## config.mk

```make
export PLATFORM = sky130hd
export DESIGN_NAME = bsa_div
export DESIGN_NICKNAME = d
export VERILOG_FILES = /design/src/rtl/bsa_pkg.sv /design/src/rtl/bsa_div.sv
export SDC_FILE = /design/constraint.sdc
export NUM_CORES = 1
export LEC_CHECK = 0
export BUFFER_PORTS_ARGS = -buffer_cell sky130_fd_sc_hd__buf_4
export CAP_MARGIN = 15
export CORE_UTILIZATION = 35
export DETAILED_ROUTE_END_ITERATION = 6
export SLEW_MARGIN = 40
export SYNTH_ARGS = -nofsm -noshare
export SYNTH_HDL_FRONTEND = slang
export SYNTH_SLANG_ARGS = --single-unit
```

## constraint.sdc

```tcl
create_clock -name i_clk -period 2.6 [get_ports i_clk]
set_clock_uncertainty 0.05 [all_clocks]
set_input_delay 0.26 -clock i_clk [delete_from_list [all_inputs] [get_ports i_clk]]
set_output_delay 0.26 -clock i_clk [all_outputs]
set_load 0.05 [all_outputs]
```

## src/rtl/bsa_pkg.sv

```systemverilog
// Shared constants, codes and types for the block slot allocator.
package bsa_pkg;

    localparam int FREE_DEPTH = 256;
    localparam int CNT_W      = $clog2(FREE_DEPTH + 1);
    localparam int ADDR_W     = $clog2(FREE_DEPTH);

    localparam int IDX_W      = 32;
    localparam int FLD_W      = 16;
    localparam int BLK_CNT_W  = FLD_W + 1;
    localparam int DIV_CNT_W  = $clog2(IDX_W);

    localparam logic [FLD_W-1:0] EPB_RESET = FLD_W'(1);

    typedef enum logic {
        CMD_ALLOC = 1'b0,
        CMD_FREE  = 1'b1
    } t_cmd;

    typedef enum logic [1:0] {
        ST_OK        = 2'd0,
        ST_FULL      = 2'd1,
        ST_EXHAUSTED = 2'd2
    } t_status;

    typedef enum logic [1:0] {
        S_IDLE,
        S_LOAD,
        S_DIV,
        S_DONE
    } t_state;

    // Control between the sequencer and the divider.
    typedef struct packed {
        logic              start;
        logic [IDX_W-1:0]  dividend;
        logic [FLD_W-1:0]  divisor;
    } t_div_req;

    typedef struct packed {
        logic              done;
        logic [IDX_W-1:0]  quot;
        logic [FLD_W-1:0]  rem;
    } t_div_rsp;

endpackage

```

## src/rtl/bsa_div.sv

```systemverilog
// Radix-2 restoring divider: 32-bit dividend by 16-bit divisor, one quotient bit per cycle.
module bsa_div import bsa_pkg::*; (
    input  logic     i_clk,
    input  logic     i_rst_n,
    input  t_div_req i_req,
    output t_div_rsp o_rsp
);

    logic                 r_busy;
    logic                 r_done;
    logic [DIV_CNT_W-1:0] r_cnt;
    logic [IDX_W-1:0]     r_nq;     // dividend bits shift out, quotient bits shift in
    logic [FLD_W-1:0]     r_rem;
    logic [FLD_W-1:0]     r_dvs;

    logic [FLD_W:0]       w_sh;
    logic [FLD_W:0]       w_diff;
    logic                 w_qbit;

    assign w_sh   = {r_rem, r_nq[IDX_W-1]};
    assign w_diff = w_sh - {1'b0, r_dvs};
    assign w_qbit = (w_sh >= {1'b0, r_dvs});

    always_ff @(posedge i_clk) begin
        if (!i_rst_n) begin
            r_busy <= 1'b0;
            r_done <= 1'b0;
            r_cnt  <= '0;
        end else begin
            r_done <= 1'b0;
            if (i_req.start) begin
                r_busy <= 1'b1;
                r_cnt  <= '0;
            end else if (r_busy) begin
                r_cnt <= r_cnt + 1'b1;
                if (r_cnt == DIV_CNT_W'(IDX_W - 1)) begin
                    r_busy <= 1'b0;
                    r_done <= 1'b1;
                end
            end
        end
    end

    always_ff @(posedge i_clk) begin
        if (i_req.start) begin
            r_nq  <= i_req.dividend;
            r_rem <= '0;
            r_dvs <= i_req.divisor;
        end else if (r_busy) begin
            r_nq  <= {r_nq[IDX_W-2:0], w_qbit};
            r_rem <= w_qbit ? w_diff[FLD_W-1:0] : w_sh[FLD_W-1:0];
        end
    end

    assign o_rsp = '{done: r_done, quot: r_nq, rem: r_rem};

endmodule

```

==> impl_results.md <==
- Dpl ws: 0.01985 ns
- Pwr dens: 676.3 nW/um^2
- Slew Viols, Final: 0
- Synthesis-stage register bit count: 71
- IO Pins: 100
- Most common cell after layout, fill and taps aside: buf_4
- CP max-delay cell: a2111oi_4
- Area of the multi-input gates: 1797 sq um
- Synthesis Warnings: 0
- Status: finished, final reports clean
- Core area: 10420 sq um
- Main combinational cell family by area after synthesis: simple AND/OR/NAND/NOR gates
- Synth Area per Inst: about 11 sq um
- Die H: 105.9 um
- Post-Route WL: 9005 um
- CTS H-Tree Depth: 3
- First-pass GRT wire length: 14840 um
- CP peak stage delay: 0.41 ns
- Most frequent cells in the layout: 111 x buf_4, 48 x edfxtp_1, 34 x mux2_2, 31 x nor2_1, 25 x nand2_1
- Post-synth ARST share: 0%
- Worst Tran Pin Value: 0.4255 ns
- GPL Wtd Cong: about 0.85
- Syn_nets: 412
- WP data required: 2.81 ns
- MaxCap Viol Count: 0
- Largest net degree at the start of global routing: 42
- DP Cell Count: 572
- CTS Buf Count: 9
- Synth Area in Adders: 6.490%
- Grt ovf: 0
- CTS Buffer Depth: 2
- Post-route setup TNS: 0 ns
- CTS tree: built
- Area added between synthesis and finish: 32.35%
- CTS root buffer: clkbuf_8
- Cell Chain, Critical Path: inv_1, ha_1, nand2_1, a21oi_2, o21ai_4, a2111oi_4, nor2_2, or3_1, a311oi_1
- Number of library cell types mapped by synthesis: between 50 and 60
- ANT cells: 0
- Maximum VDD drop: around 0.00038 V
- Routed vias: a little over 3000
- Layout cell share with drive strength beyond 1: a little over two fifths
- Crit path DAT: approximately 2.8 ns
- Synth Area in XOR/XNOR: 2.550%
- All-Layer GR Usage: 16.92%
- Fillers: 966
- Detailed placer's ending HPWL: 6476 um
- HP Class: in -> reg
- Fin crit share: 97.39%
- Maximum clock rate: 0.3949 GHz
- Compound-gate portion of the synthesized area: 12.45%
- Nets: 518
- Critical Path Sink Type: flop
- CTS sink count: 71
- Drt first-iter violations: between 100 and 150
- Post-Layout Cell Count: 589
- Synthesized area: 3779 sq um
- Clk Latency, worst-skew pair: 0.35 ns
- Relative slew slack: 71.63%
- Worst setup path category: reg -> reg
- Pre-Repair DR Iteration Count: 5
- Final WS setup: roughly 0.068 ns
- Commonest register cell after synthesis: edfxtp_1
- ANT nets after route: 0
- Number of global-route vias before repair: 3068
- Syn Inst Count: 342
- Pleak: 2.045 nW
- Reg clk slew, reported paths: 0.08 ns
- Startpoint Class: flop
- FF/Latch Area: around 1900 sq um
- Register area share after synthesis: 50.33%
- Initial core utilization: 36.28%
- Power after layout: around 3.4 mW
- Mux cell area share after synthesis: 10.66%
- Finish-stage setup viols: 0
- Final min period: 2.532 ns
- Final hold vios: 0
- Simple-gate share of the synthesized area: ~13%
- CP Max Fanout: 6
- Die X: 105.9 um
- Die area: around 11000 sq um
- Final hold slack: 0.02669 ns
- # DRC: 0
- Vias per std cell: 5.168
- Wire per inst: 15.29 um
- Row Count: 37
- Antenna violations before repair: 0
- RSZ-0062 raised after global routing: true
- Post-synth EDFFs: 48
- Port Buf Inserts: 99
==> flip-flops by register name, indices dropped and copies added, names as in the netlist <==
register and count:
r_nq 32, r_done 1, r_dvs 16, r_cnt 5, r_busy 1, r_rem 16
==> final timing paths <==
check | from | to | slack (ns) | cells after the start
worst max-delay path | r_dvs[5] | r_rem[4] | 0.07 | 9
worst min-delay path | i_req[1] | r_dvs[1] | 0.03 | 1
worst max register to register | r_dvs[5] | r_rem[4] | 0.07 | 9
worst min register to register | r_rem[13] | r_rem[13] | 0.46 | 2
==> per-layer routing <==
| metal | global-route usage, % | vias up | share of wire, % |
|---|---|---|---|
| met5 | 0 | - | 0 |
| li1 | - | 1472 | - |
| met4 | 5.159 | 0 | 1.5 |
| met1 | 19.68 | 1440 | 42 |
| met2 | 28.29 | 120 | 47 |
| met3 | 7.112 | 12 | 9.5 |
==> report_power, final <==
part / leakage, nW / internal (mW) / switching [mW] / total (mW)
registers: 0.671 / 1.33 / 0.0726 / 1.40
clock network: 0.0998 / 0.445 / 0.458 / 0.903
logic: 1.27 / 0.421 / 0.658 / 1.08
==> metrics by stage <==
stage	util (%)	instance area (sq um)
6_report	48.01	5001
5_1_grt	48.01	5001
4_1_cts	47.12	4908
3_5_place_dp	45.24	4712
3_3_place_gp	45.24	4712
2_1_floorplan	-	3797
==> worst max-delay path, delay by kind of cell (launching register included) <==
kind                     cells  cell delay, ns
AO/OA/AOI/OAI                4            1.00
adder cells (fa/ha/maj)      1            0.37
flip-flops                   1            0.33
buffers and inverters        1            0.04
AND/OR/NAND/NOR              3            0.65
==> timing repair <==
item | in CTS | in global routing
buffers inserted | 0 | 1
resized for setup | 1 | 14
hold buffers | 0 | 0
endpoints found under the setup margin | 1 | 14
pin swaps | 0 | 5
==> cell families after synthesis <==
group	Yosys count
AOI/OAI and AO/OA	66
xor gates and xnor gates	11
adders and majority gates	19
buffers and inverters	40
DFF	71
muxes	36
and+or+nand+nor	99
==> synthesized netlist by cell type, types with 3 or more instances <==
cell      count  area (sq um)
a211oi_1      4         30.03
a21o_1        3         22.52
a21oi_1      17         85.08
a311oi_1     11         96.34
clkbuf_1      9         33.78
dfxtp_1      23         460.4
edfxtp_1     48          1441
ha_1         18         225.2
inv_1        24         90.09
mux2_2       34         382.9
nand2_1      25         93.84
nand2b_1      7         43.79
nand3_1       5         25.02
nand4_1       4         25.02
nor2_1       31         116.4
nor2b_1       4         25.02
nor3_1        4         20.02
o21a_1        5         37.54
o21ai_0       8         40.04
xnor2_1       8         70.07
xor2_1        3         26.28
==> cell type report <==
cell class / count / share of cell area (%)
clock buffer: 9 / 2.477
clock inverter: 7 / 1.401
inverter: 24 / 1.801
multi-input combinational: 231 / 35.93
sequential: 71 / 38.33
tap: 136 / 3.403
timing repair buffer: 111 / 16.66
(Power assumes the default switching activity.)
